--- config.mk ---
export PLATFORM = sky130hd
export DESIGN_NAME = haar2d_queue
export DESIGN_NICKNAME = d
export VERILOG_FILES = /design/src/hw/rtl/haar2d_pkg.sv /design/src/hw/rtl/haar2d_queue.sv
export SDC_FILE = /design/constraint.sdc
export NUM_CORES = 1
export LEC_CHECK = 0
export BUFFER_PORTS_ARGS = -buffer_cell sky130_fd_sc_hd__buf_4
export CORE_MARGIN = 2
export CORE_UTILIZATION = 56
export CTS_CLUSTER_SIZE = 40
export DETAILED_ROUTE_END_ITERATION = 6
export GPL_ROUTABILITY_DRIVEN = 1
export GPL_TIMING_DRIVEN = 0
export PLACE_DENSITY = 0.84
export SYNTH_ARGS = -nofsm -noshare
export SYNTH_HDL_FRONTEND = slang
export SYNTH_SLANG_ARGS = --single-unit
--- constraint.sdc ---
create_clock -name clk -period 10.1 [get_ports clk]
set_input_delay 2.525 -clock clk [delete_from_list [all_inputs] [get_ports clk]]
set_output_delay 2.525 -clock clk [all_outputs]
set_load 0.1 [all_outputs]
--- src/hw/rtl/haar2d_pkg.sv ---
// Shared types, constants and byte arithmetic for the 2D Haar transform block.
package haar2d_pkg;

	localparam int unsigned PIX_W          = 8;
	localparam int unsigned SIZE_W         = 10;
	localparam int unsigned COORD_W        = 10;
	localparam int unsigned STORE_DEPTH    = 512;
	localparam int unsigned STORE_AW       = $clog2(STORE_DEPTH);
	localparam int unsigned COUNT_W        = STORE_AW + 1;
	localparam int unsigned QUEUE_DEPTH    = 2;
	localparam int unsigned QUEUE_PTR_W    = $clog2(QUEUE_DEPTH);
	localparam int unsigned QUEUE_CNT_W    = $clog2(QUEUE_DEPTH + 1);
	localparam int unsigned DEF_MAX_WIDTH  = 1024;
	localparam int unsigned DEF_MAX_HEIGHT = 1024;
	localparam int unsigned OUT_TDATA_W    = 32;
	localparam logic [SIZE_W-1:0] SIZE_RESET = SIZE_W'(256);

	typedef enum logic {
		REG_HALF_WIDTH  = 1'b0,
		REG_HALF_HEIGHT = 1'b1
	} cfg_reg_t;

	typedef enum logic [1:0] {
		BEAT_SUM_A,
		BEAT_DIF_A,
		BEAT_SUM_D,
		BEAT_DIF_D
	} beat_t;

	// One odd-row pixel pair: stored top pair, new bottom pair and its place.
	typedef struct packed {
		logic [PIX_W-1:0]    at;
		logic [PIX_W-1:0]    dt;
		logic [PIX_W-1:0]    av;
		logic [PIX_W-1:0]    dv;
		logic [STORE_AW-1:0] j;
		logic [STORE_AW-1:0] c;
	} job_t;

	function automatic logic [PIX_W-1:0] avg8(input logic [PIX_W-1:0] x,
			input logic [PIX_W-1:0] y);
		logic [PIX_W:0] s;
		s = {1'b0, x} + {1'b0, y};
		return s[PIX_W:1];
	endfunction

	// Half difference truncated toward zero, wrapped to a byte.
	function automatic logic [PIX_W-1:0] half_diff8(input logic [PIX_W-1:0] x,
			input logic [PIX_W-1:0] y);
		logic [PIX_W:0]   d;
		logic [PIX_W-1:0] m;
		d = (x >= y) ? ({1'b0, x} - {1'b0, y}) : ({1'b0, y} - {1'b0, x});
		m = d[PIX_W:1];
		return (x >= y) ? m : (PIX_W'(0) - m);
	endfunction

	function automatic logic [SIZE_W-1:0] clamp_half(input logic [SIZE_W-1:0] v,
			input logic [SIZE_W-1:0] lim);
		if (v == '0) begin
			return SIZE_W'(1);
		end
		if (v > lim) begin
			return lim;
		end
		return v;
	endfunction

endpackage

--- src/hw/rtl/haar2d_queue.sv ---
// Short job queue between the front end and the coefficient back end.
module haar2d_queue import haar2d_pkg::*; (
	input  logic clk,
	input  logic arst_n,
	input  logic push_valid,
	output logic push_ready,
	input  job_t push_data,
	output logic pop_valid,
	input  logic pop_ready,
	output job_t pop_data
);

	job_t                   slots_q [QUEUE_DEPTH];
	logic [QUEUE_PTR_W-1:0] wr_ptr_q, rd_ptr_q;
	logic [QUEUE_CNT_W-1:0] count_q;
	logic                   push, pop;

	assign push_ready = count_q != QUEUE_CNT_W'(QUEUE_DEPTH);
	assign pop_valid  = count_q != '0;
	assign push       = push_valid && push_ready;
	assign pop        = pop_valid && pop_ready;
	assign pop_data   = slots_q[rd_ptr_q];

	always_ff @(posedge clk or negedge arst_n) begin
		if (!arst_n) begin
			wr_ptr_q <= '0;
			rd_ptr_q <= '0;
			count_q  <= '0;
		end else begin
			if (push) begin
				wr_ptr_q <= (wr_ptr_q == QUEUE_PTR_W'(QUEUE_DEPTH - 1)) ? '0
					: wr_ptr_q + QUEUE_PTR_W'(1);
			end
			if (pop) begin
				rd_ptr_q <= (rd_ptr_q == QUEUE_PTR_W'(QUEUE_DEPTH - 1)) ? '0
					: rd_ptr_q + QUEUE_PTR_W'(1);
			end
			if (push && !pop) begin
				count_q <= count_q + QUEUE_CNT_W'(1);
			end else if (pop && !push) begin
				count_q <= count_q - QUEUE_CNT_W'(1);
			end
		end
	end

	always_ff @(posedge clk) begin
		if (push) begin
			slots_q[wr_ptr_q] <= push_data;
		end
	end

endmodule

==> impl_metrics.ini <==
[timing]
min_period_ns = 4.12
rsz0062_at_grt = no
fmax_ghz = 0.243
period_share_pct = 40.7
finalHoldViolCount = 0
tightest_slew_ns = 0.693
setup_tns_ns = 0
setup_viol = 0
skew_ns = 0.0106
maxSlewHeadroom_pct = 53.7
slew_viol_final = 0

[setup_path]
worstRegToRegCells = 4
rr_endpoint = slots_q[0][11]
cp_data_arrival_time_ns = 1.59
timing_worst_setup_path_type = reg2out
critPathMaxFanout = 10
reg2reg_slack_ns = 8.23
endpoint = pop_data[48]
required_ns = 7.58
startpoint_type = flop
cp-startpoint = rd_ptr_q
cp-end-kind = output port
r2r-start = count_q[0]

[yosys]
synth.area.top_cells = edfxtp_1 (74%), mux2_4 (18%), buf_12 (2.5%)
syn_area_um2 = 4060
synth.distinct_cells = 15
synth_top_area_share_pct = 74.1
yosysSeqAreaShare_pct = 76.5
syn-num-nets = 229
yosys_warnings = 0
avgSynthCellArea_um2 = 23.3
yosys.area.top_type = edfxtp_1
ys_ff_latch = 104
syn_inst = 174

[routing]
wl_mm = 6.52
drt_iter0_markers = 79
drcViolationCount = 0
vias = 1928
first_pass_iters = 4
antenna_left = 0
wl_per_cell_um = 16.5
viasPerCell = 4.88

[cts]
clk_path_buf_depth = 2
clkLatencyLatePin_ns = 0.35
cts_setup_buffers = 0
cts_root_buffer = clkbuf_8
cts_tree = done
clk_pin_slew_ns = 0.09
ctsResizeCount = 0
cts_hold_buf = 0
numCtsBuffers = 9
htree_levels = 3
cts_sinks = 104

[layout]
final_cell_mix = buf_4 (105), edfxtp_1 (100), mux2_4 (49), clkbuf_8 (9), buf_12 (7)
area_growth_syn_to_layout_pct = 28.8
drive_above_1_share_pct = 60.5
diodes = 0
final_common_cell = buf_4
nets = 347

[grt]
grt_use_met1_pct = 17.6
grt_pass1_wl_mm = 9.52
busiest_layer = met2
grt_overflow = 0
use_met2_pct = 31.2
antenna_found_initial = 0
use_met3_pct = 6.74
grt_pass1_vias = 2013
grt.total_usage_pct = 16.8
grt_start_max_net_pins = 38

[floorplan]
ioPinCount = 106
die_h_um = 89.1
coreArea_um2 = 7140
dieArea_um2 = 7940
initial_core_util_pct = 56.8
rows = 31
die_w_um = 89.1

[worst_hold_path]
hp-class = reg2reg

[place]
place_congestion = 0.701
numPortBuffers = 105
hpwl_mm = 4.50

[outcome]
run_status = finished clean

[flow_run]
max-cap-violations = 0
## through the flow
stage / setup slack (ns) / utilization [%] / cells / hold WS (ns) / area, um^2
2_1_floorplan: 4.88 / - / 174 / 0.456 / 4060
3_3_place_gp: 3.81 / 69.6 / 378 / 0.474 / 4970
3_5_place_dp: 6.17 / 70.3 / 380 / 0.508 / 5020
4_1_cts: 5.96 / 73.2 / 395 / 0.524 / 5230
5_1_grt: 5.91 / 73.2 / 395 / 0.548 / 5230
6_report: 5.98 / 73.2 / 395 / 0.518 / 5230
## cells by family after synthesis
family | share of synthesized area (%)
buffers and inverters | 2.84
flip-flops | 76.5
AND/OR/NAND/NOR | 0.834
adder cells (fa/ha/maj) | 0.308
XOR/XNOR | 1.08
multiplexers | 18.4
## flip-flops by register name, indices dropped and copies added, names as in the netlist
signal	cells
count_q	2
rd_ptr_q	1
wr_ptr_q	1
slots_q	100
## worst min path at each step
| stage | from | to | depth (start not counted) |
|---|---|---|---|
| 2_1_floorplan | count_q[1] | count_q[1] | 1 |
| 5_1_grt | count_q[1] | count_q[1] | 1 |
| 3_3_place_gp | wr_ptr_q | wr_ptr_q | 1 |
| 6_report | count_q[1] | count_q[1] | 1 |
| 3_5_place_dp | count_q[1] | count_q[1] | 1 |
| 4_1_cts | count_q[1] | count_q[1] | 1 |
## synth_stat cells, drive strengths merged
master and count:
xor2 2, mux2 50, nand2 2, buf 6, dfrtp 4, inv 1, and3 1, or2 1
xnor2 3, edfxtp 100, ha 1, nor2 2, nand2b 1
## layout make-up
class | instances | area [um^2]
clock inverters | 6 | 85.1
well taps | 99 | 124
repair buffers | 107 | 828
plain buffers | 6 | 111
multi-input cells | 63 | 846
inverters | 1 | 3.75
flip-flops and latches | 104 | 3100
fillers | 461 | 1910
clock buffers | 9 | 124
## worst max-delay path, stage by stage, from the launching register on
cell and delay, ns:
dfrtp_1 0.39, buf_6 0.16, buf_12 0.15, mux2_4 0.30, buf_4 0.23
## routing by layer
metal | part of all wire [%] | wire length [um] | vias up
li1 | - | - | 911
met1 | 36 | 2360 | 952
met2 | 57 | 3730 | 61
met3 | 5.8 | 378 | 4
met4 | 0.69 | 45 | 0
met5 | 0 | 0 | -
Power is left out: the tool's default activity adds up to more than one toggle a clock period on the data nets, which glitch-free logic cannot reach.
