### config.mk
export PLATFORM = sky130hd
export DESIGN_NAME = haar2d_back
export DESIGN_NICKNAME = d
export VERILOG_FILES = /design/src/hw/rtl/haar2d_pkg.sv /design/src/hw/rtl/haar2d_back.sv
export SDC_FILE = /design/constraint.sdc
export NUM_CORES = 1
export LEC_CHECK = 0
export BUFFER_PORTS_ARGS = -buffer_cell sky130_fd_sc_hd__clkbuf_2
export CAP_MARGIN = 25
export CELL_PAD_IN_SITES_DETAIL_PLACEMENT = 1
export CELL_PAD_IN_SITES_GLOBAL_PLACEMENT = 1
export CORE_UTILIZATION = 48
export CTS_CLUSTER_DIAMETER = 150
export CTS_CLUSTER_SIZE = 20
export DETAILED_ROUTE_END_ITERATION = 10
export GPL_TIMING_DRIVEN = 0
export HOLD_SLACK_MARGIN = 0.05
export PLACE_DENSITY_LB_ADDON = 0.1
export SLEW_MARGIN = 20
export SYNTH_ARGS = -nofsm -noshare
export SYNTH_HDL_FRONTEND = slang
export SYNTH_SLANG_ARGS = --single-unit
### constraint.sdc
create_clock -name clk -period 11.44 [get_ports clk]
set_input_delay 0 -clock clk [delete_from_list [all_inputs] [get_ports clk]]
set_output_delay 0 -clock clk [all_outputs]
set_load 0.01 [all_outputs]
### src/hw/rtl/haar2d_pkg.sv
// Shared types, constants and byte arithmetic for the 2D Haar transform block.
package haar2d_pkg;

	localparam int unsigned PIX_W          = 8;
	localparam int unsigned SIZE_W         = 10;
	localparam int unsigned COORD_W        = 10;
	localparam int unsigned STORE_DEPTH    = 512;
	localparam int unsigned STORE_AW       = $clog2(STORE_DEPTH);
	localparam int unsigned COUNT_W        = STORE_AW + 1;
	localparam int unsigned QUEUE_DEPTH    = 2;
	localparam int unsigned QUEUE_PTR_W    = $clog2(QUEUE_DEPTH);
	localparam int unsigned QUEUE_CNT_W    = $clog2(QUEUE_DEPTH + 1);
	localparam int unsigned DEF_MAX_WIDTH  = 1024;
	localparam int unsigned DEF_MAX_HEIGHT = 1024;
	localparam int unsigned OUT_TDATA_W    = 32;
	localparam logic [SIZE_W-1:0] SIZE_RESET = SIZE_W'(256);

	typedef enum logic {
		REG_HALF_WIDTH  = 1'b0,
		REG_HALF_HEIGHT = 1'b1
	} cfg_reg_t;

	typedef enum logic [1:0] {
		BEAT_SUM_A,
		BEAT_DIF_A,
		BEAT_SUM_D,
		BEAT_DIF_D
	} beat_t;

	// One odd-row pixel pair: stored top pair, new bottom pair and its place.
	typedef struct packed {
		logic [PIX_W-1:0]    at;
		logic [PIX_W-1:0]    dt;
		logic [PIX_W-1:0]    av;
		logic [PIX_W-1:0]    dv;
		logic [STORE_AW-1:0] j;
		logic [STORE_AW-1:0] c;
	} job_t;

	function automatic logic [PIX_W-1:0] avg8(input logic [PIX_W-1:0] x,
			input logic [PIX_W-1:0] y);
		logic [PIX_W:0] s;
		s = {1'b0, x} + {1'b0, y};
		return s[PIX_W:1];
	endfunction

	// Half difference truncated toward zero, wrapped to a byte.
	function automatic logic [PIX_W-1:0] half_diff8(input logic [PIX_W-1:0] x,
			input logic [PIX_W-1:0] y);
		logic [PIX_W:0]   d;
		logic [PIX_W-1:0] m;
		d = (x >= y) ? ({1'b0, x} - {1'b0, y}) : ({1'b0, y} - {1'b0, x});
		m = d[PIX_W:1];
		return (x >= y) ? m : (PIX_W'(0) - m);
	endfunction

	function automatic logic [SIZE_W-1:0] clamp_half(input logic [SIZE_W-1:0] v,
			input logic [SIZE_W-1:0] lim);
		if (v == '0) begin
			return SIZE_W'(1);
		end
		if (v > lim) begin
			return lim;
		end
		return v;
	endfunction

endpackage

### src/hw/rtl/haar2d_back.sv
// Back end: vertical step and four-beat coefficient output with its register.
module haar2d_back import haar2d_pkg::*; (
	input  logic               clk,
	input  logic               arst_n,
	input  logic               job_valid,
	output logic               job_ready,
	input  job_t               job,
	input  logic [SIZE_W-1:0]  size_w,
	input  logic [SIZE_W-1:0]  size_h,
	output logic               out_valid,
	input  logic               out_ready,
	output logic [PIX_W-1:0]   coeff,
	output logic [COORD_W-1:0] out_row,
	output logic [COORD_W-1:0] out_col,
	output logic               out_last
);

	job_t                job_q;
	logic                job_valid_q;
	beat_t               beat_q, beat_d;
	logic                out_valid_q;
	logic [PIX_W-1:0]    coeff_q;
	logic [COORD_W-1:0]  row_q, col_q;
	logic                last_q;

	logic                load, fire, done;
	logic [COORD_W-1:0]  j10, c10, jh, cw;
	logic [PIX_W-1:0]    beat_coeff;
	logic [COORD_W-1:0]  beat_row, beat_col;
	logic                beat_last;

	assign load      = !out_valid_q || out_ready;
	assign fire      = job_valid_q && load;
	assign done      = fire && (beat_q == BEAT_DIF_D);
	assign job_ready = !job_valid_q || done;

	assign j10 = COORD_W'(job_q.j);
	assign c10 = COORD_W'(job_q.c);
	assign jh  = j10 + COORD_W'(size_h);
	assign cw  = c10 + COORD_W'(size_w);

	always_comb begin
		beat_d = beat_q;
		if (fire) begin
			case (beat_q)
				BEAT_SUM_A: beat_d = BEAT_DIF_A;
				BEAT_DIF_A: beat_d = BEAT_SUM_D;
				BEAT_SUM_D: beat_d = BEAT_DIF_D;
				BEAT_DIF_D: beat_d = BEAT_SUM_A;
				default:    beat_d = BEAT_SUM_A;
			endcase
		end
	end

	always_comb begin
		case (beat_q)
			BEAT_SUM_A: begin
				beat_coeff = avg8(job_q.at, job_q.av);
				beat_row   = j10;
				beat_col   = c10;
				beat_last  = 1'b0;
			end
			BEAT_DIF_A: begin
				beat_coeff = half_diff8(job_q.at, job_q.av);
				beat_row   = jh;
				beat_col   = c10;
				beat_last  = 1'b0;
			end
			BEAT_SUM_D: begin
				beat_coeff = avg8(job_q.dt, job_q.dv);
				beat_row   = j10;
				beat_col   = cw;
				beat_last  = 1'b0;
			end
			BEAT_DIF_D: begin
				beat_coeff = half_diff8(job_q.dt, job_q.dv);
				beat_row   = jh;
				beat_col   = cw;
				beat_last  = 1'b1;
			end
			default: begin
				beat_coeff = '0;
				beat_row   = '0;
				beat_col   = '0;
				beat_last  = 1'b0;
			end
		endcase
	end

	always_ff @(posedge clk or negedge arst_n) begin
		if (!arst_n) begin
			job_valid_q <= 1'b0;
			beat_q      <= BEAT_SUM_A;
			out_valid_q <= 1'b0;
		end else begin
			beat_q <= beat_d;
			if (job_ready) begin
				job_valid_q <= job_valid;
			end
			if (load) begin
				out_valid_q <= job_valid_q;
			end
		end
	end

	always_ff @(posedge clk) begin
		if (job_ready && job_valid) begin
			job_q <= job;
		end
		if (fire) begin
			coeff_q <= beat_coeff;
			row_q   <= beat_row;
			col_q   <= beat_col;
			last_q  <= beat_last;
		end
	end

	assign out_valid = out_valid_q;
	assign coeff     = coeff_q;
	assign out_row   = row_q;
	assign out_col   = col_q;
	assign out_last  = last_q;

endmodule

==> impl_metrics.toml, run 1 <==
[critical_path]
cp.required_ps = 11500
startpoint_type = "flop"
path_max_fanout = 10
end_kind = "flop"
arrival_ps = 4520
crit-reg2reg-launch = "job_q[19]"
criticalPathCategory = "flop to flop"
regToRegSetupSlack_ps = 6980
r2r-end = "coeff[6]"
reg2reg_depth = 14

[timing]
fin_hold_ws_ps = 80.61
rsz0062_at_grt = "false"
setup_viol = 0
tns_ps = 0
slew_headroom_pct = 50.73
skew_ps = 7.545
max_slew.worst_pin.slew_ps = 738.0
post-route-min-period_ps = 4457
finalMaxSlewViolations = 0
hold_violations = 0
max_freq_mhz = 224.4
timing.final.crit_share_pct = 38.96

[global_routing]
grtUsageTotal_pct = 28.79
grt_overflow_total = 0
grt_max_degree = 51
grt_pass1_wl_mm = 28.75
grt_pass1_vias = 5729
grt_antenna_before_repair = 0

[finish]
drive_gt1_share_pct = 18.24
instances_no_fill = 941
final_nets = 922
area.growth.synth_to_final_pct = 26.46
n_antenna_cell = 0
final_area_sq_um = 7714
fin_util_pct = 63.17

[place]
place_hpwl_mm = 11.83
portBuffers = 104
gp_congestion = 0.8305
dp.cells = 869
place_area_sq_um = 6833

[pwr]
ir_worst_vdd_mv = 0.1459
p_per_area_nw_per_um2 = 210.1
p_leak_nw = 3.427

[logic_synthesis]
syn_avg_cell_area_sq_um = 10.22
synth-seq-cells = 83
ys.flop_type = "edfxtp_1"
synth_warnings = 0
synth_nets = 751
async_flop_share_pct = 4.819
synth_edf_count = 79
ys_seq_area_share_pct = 40.53
synth.distinct_cells = 59
syn_inst = 597
synthesis.area_sq_um = 6100

[floorplan]
core_sq_um = 12210
rows = 40
die_h_um = 114.7
io_pins = 105
start_util_pct = 49.95
fp.dieArea_sq_um = 13160
die_x_um = 114.7

[detailed_routing]
postRouteWirelength_mm = 17.93
via_per_inst = 5.501
vias = 5176
drc = 0
ant_nets = 0
wl_per_cell_um = 19.06
drt_iter0_drc = 225
drtPass1Iterations = 4

[clock_network]
cts_hold_buf = 56
cts_tree = "done"
cts_num_sinks = 83
path_clk_slew_ps = 70
h-tree-depth = 3
post_cts_buffers = 0
numCtsBuffers = 9
clockRootBuffer = "clkbuf_16"
clock_path_buffers = 2
ctsResizeCount = 0
clk_latency_ps = 360

[hold_path]
hp-class = "input pin to flop"
hold_start = "size_h[0]"
whs_endpoint = "out_row[0]"
hold_depth = 3

[flow_run]
maxCapViolCount = 0

[outcome]
status = "complete, no violations"
## report_power, final
group	internal (mW)	switching (mW)	total [mW]
logic	0.315	0.498	0.813
registers	0.452	0.0394	0.491
clock network	0.176	0.140	0.316
## cell usage after synthesis, drive strengths merged (4+ instances only)
library cell | instances | area, sq um
edfxtp | 79 | 2372
ha | 72 | 900.9
inv | 68 | 255.2
nand2 | 44 | 165.2
o21ai | 44 | 220.2
a21oi | 43 | 215.2
xnor2 | 36 | 315.3
nor2 | 23 | 86.33
xor2 | 18 | 157.7
a21o | 13 | 97.59
nand2b | 13 | 81.33
buf | 11 | 62.55
mux2i | 10 | 100.1
clkbuf | 9 | 33.78
a31oi | 8 | 50.05
fa | 8 | 160.2
nor2b | 7 | 43.79
nand3 | 6 | 35.03
nor3 | 6 | 41.29
o21bai | 6 | 45.04
o31ai | 6 | 45.04
a211oi | 5 | 37.54
nand4 | 5 | 31.28
nor4 | 5 | 31.28
a221oi | 4 | 35.03
dfrtp | 4 | 100.1
mux2 | 4 | 48.79
## through the flow
step	power [mW]	worst slack (ps)
after floorplan	1.028	7821
after global placement	1.224	7257
after detailed placement	1.262	7033
after CTS	1.602	7025
after global routing	1.719	6754
final	1.620	6983
## cells by family after synthesis
logic type	share of synthesized area (%)
AO/OA/AOI/OAI	16.45
AND/OR/NAND/NOR	9.600
buffers and inverters	5.825
flip-flops	40.53
adder cells (fa/ha/maj)	17.39
XOR/XNOR	7.754
multiplexers	2.441
## layer usage
layer / vias to the layer above / routed length, um / global-route usage (%)
met5: - / 0 / 0
met4: 0 / 454 / 10.74
met3: 40 / 853 / 5.982
met2: 161 / 9282 / 52.89
met1: 2524 / 7341 / 32.86
li1: 2451 / - / -
## layout make-up
type | instances | area [sq um]
well taps | 168 | 210.2
multi-input cells | 425 | 3274
inverters | 69 | 259.0
clock inverters | 7 | 95.09
flip-flops and latches | 83 | 2472
repair buffers | 160 | 1081
plain buffers | 20 | 96.34
clock buffers | 9 | 225.2
fillers | 1385 | 4498
## state kept, by name, indices dropped and copies added, names as in the netlist
signal / cells
out_col: 10
job_q: 32
out_last: 1
beat_q: 2
out_valid: 1
coeff: 8
c10: 9
job_valid_q: 1
out_row: 10
j10: 9
## cell usage in the layout (no fill, tap or decap), types with 6 or more instances in the layout
master         count
o21ai_0           38
inv_1             67
o21bai_1           6
o31ai_1            6
fa_1               8
dlygate4sd3_1     56
nor2b_1            7
nand2b_1          13
edfxtp_1          79
nand2_1           44
clkbuf_1           9
a31oi_1            8
ha_1              72
o21ai_1            6
nor2_1            23
a21o_1            13
xor2_1            18
xnor2_1           36
clkbuf_2         104
mux2i_1           10
clkbuf_16          9
a21oi_1           43
## worst max path at each step
stage                         start        to  slack [ps]  cells past startpoint
final                     job_q[19]  coeff[6]        6980                     14
after global routing      job_q[19]  coeff[6]        6750                     14
after detailed placement  job_q[19]  coeff[6]        7030                     14
after floorplan           job_q[22]  coeff[6]        7820                     15
after global placement    job_q[19]  coeff[6]        7260                     14
after CTS                 job_q[19]  coeff[6]        7030                     14
## critical path: stages (launching register included)
cell,delay (ps)
edfxtp_1,490
inv_1,130
ha_1,370
nand4_1,180
o221ai_2,200
nor3_4,500
clkbuf_1,470
mux2i_1,300
xor2_1,220
ha_1,240
nand2_1,110
o41ai_2,340
xnor2_1,100
a221oi_1,320
a22oi_1,180
(Power assumes the default switching activity.)
==> run 2: changes to the inputs <==
--- a/config.mk
+++ b/config.mk
@@ -5,11 +5,12 @@
 export SDC_FILE = /design/constraint.sdc
 export NUM_CORES = 1
 export LEC_CHECK = 0
+export ABC_AREA = 1
 export BUFFER_PORTS_ARGS = -buffer_cell sky130_fd_sc_hd__clkbuf_2
 export CAP_MARGIN = 25
 export CELL_PAD_IN_SITES_DETAIL_PLACEMENT = 1
 export CELL_PAD_IN_SITES_GLOBAL_PLACEMENT = 1
-export CORE_UTILIZATION = 48
+export CORE_UTILIZATION = 43
 export CTS_CLUSTER_DIAMETER = 150
 export CTS_CLUSTER_SIZE = 20
 export DETAILED_ROUTE_END_ITERATION = 10
==> constraint.sdc (replaced) <==
create_clock -name clk -period 4.2 [get_ports clk]
set_input_delay 0 -clock clk [delete_from_list [all_inputs] [get_ports clk]]
set_output_delay 0 -clock clk [all_outputs]
set_load 0.01 [all_outputs]
==> run 2 against run 1 <==
  * Worst hold slack worse by 6.4 ps
  * Global-route usage down 1.6 points
  * Die area up 23%
  * Total power rose to 2.7 times the previous value
  * Largest power group unchanged
==> impl_metrics.toml, run 2 <==
[outcome]
status = "complete, no violations"

[detailed_routing]
ant_nets = 0
vias = 6268
postRouteWirelength_mm = 20.88
drt_iter0_drc = 221
drc = 0
via_per_inst = 5.121
drtPass1Iterations = 4
wl_per_cell_um = 17.06

[pwr]
power_mw = 4.403
sw_frac_of_total_pct = 43.63
pwr-share-comb_pct = 51.0
internal_power_mw = 2.482
ir_worst_vdd_mv = 0.3515
sequentialPowerShare_pct = 29.4
p_per_area_nw_per_um2 = 521.8
p_leak_nw = 4.241
clock_power_share_pct = 19.6
p_sw_mw = 1.921

[finish]
seq_area_sq_um = 2472
largest_reg_flops = 32
fin_util_pct = 55.30
final_nets = 1162
area.growth.synth_to_final_pct = 24.94
final_common_cell = "nand2_1"
mostFrequentLayoutCells = "nand2_1 (237), inv_1 (131), clkbuf_2 (104)"
drive_gt1_share_pct = 18.28
fillers = 1880
multi_input_area_sq_um = 3627
regMostFlops = "job_q"

[logic_synthesis]
synth_area_leaders = "edfxtp_1 (35%), ha_1 (13%), nand2_1 (13%)"
syn_inst = 836
synth_top_family_by_area = "simple AND/OR/NAND/NOR gates"
synth_edf_count = 79
synth_commonest_cells = "nand2_1 (237), inv_1 (132), edfxtp_1 (79)"
synth.most_common_cell = "nand2_1"
synthesis.area_sq_um = 6754
yosys.area.top_type = "edfxtp_1"
ys.flop_type = "edfxtp_1"
synth_simple_gate_area_share_pct = 25.34
ys_seq_area_share_pct = 36.61
synthXorXnorAreaFrac_pct = 2.464
synth.distinct_cells = 45
synth-seq-cells = 83
synth_compound_area_share_pct = 9.911
synth_warnings = 0
muxShareOfSynthArea_pct = 0.1667
synth_top_area_share_pct = 35.12
synthAdderAreaFrac_pct = 15.71
synth_nets = 990
syn_avg_cell_area_sq_um = 8.079
async_flop_share_pct = 4.819

[timing]
rsz0062_at_grt = "false"
hold_violations = 0
setup_viol = 0
timing.final.crit_share_pct = 70.59
max_freq_mhz = 337.3
finalMaxSlewViolations = 0
skew_ps = 13.23
fin_hold_ws_ps = 74.21
post-route-min-period_ps = 2965
max_slew.worst_pin.slew_ps = 798.5
slew_headroom_pct = 46.69

[floorplan]
core_sq_um = 15260
fp.dieArea_sq_um = 16210
rows = 45
start_util_pct = 44.26
die_x_um = 127.3
die_h_um = 127.3
io_pins = 105

[critical_path]
end_kind = "flop"
cp_top_family = "simple AND/OR/NAND/NOR gates"
cp_slowest_stage_delay_ps = 480
worst-path-stages = 17
path_cells = "inv_1, ha_1, nand2_1, nor2_1, nand2_1, nand3_2, inv_2, nand2_4, o21ai_2, ha_1, nand3_2, nand2_1, nand3_1, nand3_1, nand3_1, nand2_1, nand2_1"
critPathSlowestCell = "edfxtp_1"
arrival_ps = 3060
startpoint_type = "flop"
critPathBufInv = 2
path_max_fanout = 5
cp.required_ps = 4290
cpMostUsedCell = "nand2_1"
criticalPathCategory = "flop to flop"
reg2reg_depth = 17

[clock_network]
clockRootBuffer = "clkbuf_16"
post_cts_buffers = 0
clk_latency_ps = 360
cts_hold_buf = 56
ctsResizeCount = 0
cts_num_sinks = 83
cts_tree = "done"
numCtsBuffers = 9
path_clk_slew_ps = 60
h-tree-depth = 3
clock_path_buffers = 2

[global_routing]
grtUsageTotal_pct = 27.14
grt_pass1_vias = 6764
grt_pass1_wl_mm = 34.18
grt_antenna_before_repair = 1
grt_max_degree = 34
grt_overflow_total = 0

[place]
portBuffers = 104
place_hpwl_mm = 14.66
gp_congestion = 0.8811

[flow_run]
maxCapViolCount = 0

[hold_path]
hold_depth = 4
hp-class = "input pin to flop"
-- run 2: changes by cell type in the layout (fill, tap and decap cells not counted), moves of 12 or more --
cell,previous run,this run
nand2b_1,13,0
xnor2_1,36,4
inv_1,67,131
nand3_1,5,50
nand2_2,0,12
a21o_1,13,1
nor2_1,23,38
nand2_1,44,237
-- run 2: cell type report --
cell class	count	share of cell area, %
sequential	83	29.30
multi-input combinational	593	42.99
tap	211	3.129
buffer	17	1.483
clock buffer	11	2.758
timing repair buffer	161	13.05
inverter	143	6.361
antenna	1	0.02966
clock inverter	4	0.9045
-- run 2: final timing paths --
kind / slack (ps) / endpoint / start
worst max-delay path: 1240 / coeff[6] / job_q[19]
worst min-delay path: 70 / out_row[0] / size_h[0]
worst max register to register: 1240 / coeff[6] / job_q[19]
worst min register to register: 560 / out_valid / job_valid_q
max in group asynchronous: 3330 / beat_q[1] / arst_n
min in group asynchronous: 640 / beat_q[0] / arst_n
-- run 2: power by group through the flow --
stage	combinational, mW	clock (mW)	sequential [mW]
after floorplan	1.40	0	1.36
after global placement	2.03	0	1.30
after detailed placement	2.13	0	1.31
after CTS	2.20	0.878	1.29
after global routing	2.50	0.905	1.32
final	2.24	0.864	1.30
-- run 2: through the flow --
stage	setup TNS [ps]	std cells	setup WS (ps)	area, sq um
after floorplan	0	836	786.4	6754
after global placement	-20730	1151	-417.3	7538
after detailed placement	0	1152	1230	7566
after CTS	0	1223	1220	8436
after global routing	0	1224	942.7	8438
final	0	1224	1235	8438
-- run 2: per-layer routing --
layer | track usage (%) | wire length [um] | part of all wire, % | up-vias
li1 | - | - | - | 3051
met5 | 0 | 0 | 0 | -
met4 | 9.804 | 469 | 2.2 | 0
met1 | 33.95 | 9049 | 43 | 2997
met3 | 5.402 | 1084 | 5.2 | 38
met2 | 46.45 | 10280 | 49 | 182
-- run 2: cells by family (layout without fill, tap and decap cells) --
logic type      Yosys count  in the layout
buf+inv                 160            336
xor+xnor                 19             19
fa+ha+maj                80             80
simple gates            375            375
mux                       1              1
compound gates          118            118
flops                    83             83
other cells               0              1
-- run 2: worst min-delay path, cell delays in order --
cell,delay (ps)
clkbuf_2,80
ha_1,120
nand2_1,60
nand2_1,50
==> run 3: changes to the inputs <==
==> constraint.sdc (replaced) <==
create_clock -name clk -period 3 [get_ports clk]
set_input_delay 0 -clock clk [delete_from_list [all_inputs] [get_ports clk]]
set_output_delay 0 -clock clk [all_outputs]
set_load 0.01 [all_outputs]
==> run 3 against run 2 <==
  * Sequential share of layout area shrank 0.83 points
  * Via count grew 1.9%
  * Register-to-register slack lost 1100 ps
  * Worst hold slack lost 16 ps
  * Total power grew 43%
  * Highest routed layer unchanged
  * Count of clock-buffer cells in the layout grew 1
  * Core utilization grew 1.6 points
  * Die area is the same
  * Critical path type unchanged
  * Combinational power grew 48%
  * Global-route usage grew 0.17 points
==> impl_metrics.toml, run 3 (synthesis gave the netlist of run 2 again) <==
[outcome]
status = "complete, no violations"

[hold_path]
hp-class = "input pin to flop"

[finish]
final_common_cell = "nand2_1"
regMostFlops = "job_q"
largest_reg_flops = 32
drive_gt1_share_pct = 21.22
mostFrequentLayoutCells = "nand2_1 (232), inv_1 (129), clkbuf_2 (104)"
instances_no_fill = 1243
n_antenna_cell = 0
area.growth.synth_to_final_pct = 28.57
final_nets = 1181
fin_util_pct = 56.91

[timing]
max_freq_mhz = 354.4
hold_violations = 0
tns_ps = 0
skew_ps = 11.91
timing.final.crit_share_pct = 94.06
setup_viol = 0
slew_headroom_pct = 47.37
post-route-min-period_ps = 2822
fin_hold_ws_ps = 58.50
rsz0062_at_grt = "true"
max_slew.worst_pin.slew_ps = 788.3
finalMaxSlewViolations = 0

[floorplan]
fp.dieArea_sq_um = 16210
rows = 45
core_sq_um = 15260
start_util_pct = 44.26
io_pins = 105
die_h_um = 127.3
die_x_um = 127.3

[detailed_routing]
drc = 0
vias = 6384
via_per_inst = 5.136
wl_per_cell_um = 17.22
drt_iter0_drc = 241
drtPass1Iterations = 4
postRouteWirelength_mm = 21.40
ant_nets = 0

[clock_network]
cts_tree = "done"
h-tree-depth = 3
numCtsBuffers = 9
clockRootBuffer = "clkbuf_16"
path_clk_slew_ps = 70
cts_num_sinks = 83
clk_latency_ps = 360
clock_path_buffers = 2

[global_routing]
grtUsageTotal_pct = 27.31
grt_pass1_vias = 6830
grt_antenna_before_repair = 0
grt_pass1_wl_mm = 33.91
grt_overflow_total = 0
grt_max_degree = 34

[critical_path]
arrival_ps = 2920
reg2reg_depth = 18
cp.required_ps = 3100
cpMostUsedCell = "nand2_1"
r2r-end = "coeff[6]"
critPathSlowestCell = "edfxtp_1"
critPathBufInv = 2
crit_end = "coeff[6]"
worst-path-stages = 18
cp-startpoint = "job_q[36]"
path_cells = "ha_1, buf_6, nand2_2, nor2_1, nand2_1, nand3_2, inv_2, nand2_4, nand2_1, o21ai_4, ha_4, nand3_2, nand2_1, nand3_1, nand3_1, nand3_1, nand2_1, nand2_1"
crit-reg2reg-launch = "job_q[36]"
path_max_fanout = 10
regToRegSetupSlack_ps = 180
end_kind = "flop"
criticalPathCategory = "flop to flop"
cp_top_family = "simple AND/OR/NAND/NOR gates"
startpoint_type = "flop"
cp_slowest_stage_delay_ps = 420

[place]
portBuffers = 104
gp_congestion = 0.8714
place_hpwl_mm = 14.69
dp.cells = 1153

[pwr]
sw_frac_of_total_pct = 44.42
p_per_area_nw_per_um2 = 722.8
sequentialPowerShare_pct = 28.8
pwr-share-comb_pct = 52.8
p_leak_nw = 4.347
internal_power_mw = 3.489
clock_power_share_pct = 18.5
ir_worst_vdd_mv = 0.3678
p_sw_mw = 2.788
power_mw = 6.277

[flow_run]
maxCapViolCount = 0
## run 3: cell count changes in the layout (fill, tap and decap cells not counted), sizes merged
| cell | change |
|---|---|
| diode | -1 |
| clkinvlp | -1 |
| bufinv | -1 |
| buf | +17 |
| clkbuf | +3 |
| clkinv | +2 |
## run 3: what timing repair did
item,CTS,global route
buffers inserted,0,18
hold buffers,56,0
gates resized for setup,0,24
setup endpoints to repair,0,6
hold endpoints to repair,58,0
## run 3: layout make-up
class                   instances  area [sq um]
plain buffers                  17         130.1
repair buffers                180          1271
clock inverters                 4         52.55
flip-flops and latches         83          2472
fillers                      1844          6575
inverters                     143         536.8
well taps                     211         264.0
clock buffers                  12         236.5
multi-input cells             593          3720
## run 3: layer usage
metal,track usage [%],vias up,part of all wire (%)
met3,3.894,33,4.6
li1,-,3091,-
met4,8.894,0,2.0
met5,0,-,0
met2,50.27,163,51
met1,32.56,3097,43
## run 3: worst min path at each step
stage               from           to  slack (ps)  cells after the start
2_1_floorplan     arst_n    beat_q[0]        -300                      0
3_3_place_gp      arst_n  job_valid_q        -180                      1
3_5_place_dp      arst_n  job_valid_q        -180                      1
4_1_cts        size_h[0]   out_row[0]          70                      4
5_1_grt        size_h[0]   out_row[0]          90                      4
6_report       size_h[0]   out_row[0]          60                      4
## run 3: through the flow
| stage | setup WS, ps | area (sq um) |
|---|---|---|
| 2_1_floorplan | 414.4 | 6756 |
| 3_3_place_gp | -435.7 | 7541 |
| 3_5_place_dp | 70.18 | 7601 |
| 4_1_cts | 12.43 | 8451 |
| 5_1_grt | -24.39 | 8683 |
| 6_report | 178.1 | 8683 |
## run 3: power by group through the flow
stage | Clock, mW | Sequential (mW) | Combinational (mW)
global placement | 0 | 1.82 | 2.84
detailed placement | 0 | 1.83 | 3.00
floorplan | 0 | 1.90 | 1.97
CTS | 1.15 | 1.81 | 3.09
finish | 1.16 | 1.81 | 3.31
global route | 1.21 | 1.84 | 3.66
## run 3: tightest hold or removal path: cells and delay by family
kind / cells / cell delay, ps
adder cells (fa/ha/maj): 1 / 120
buffers and inverters: 1 / 80
AND/OR/NAND/NOR: 2 / 100
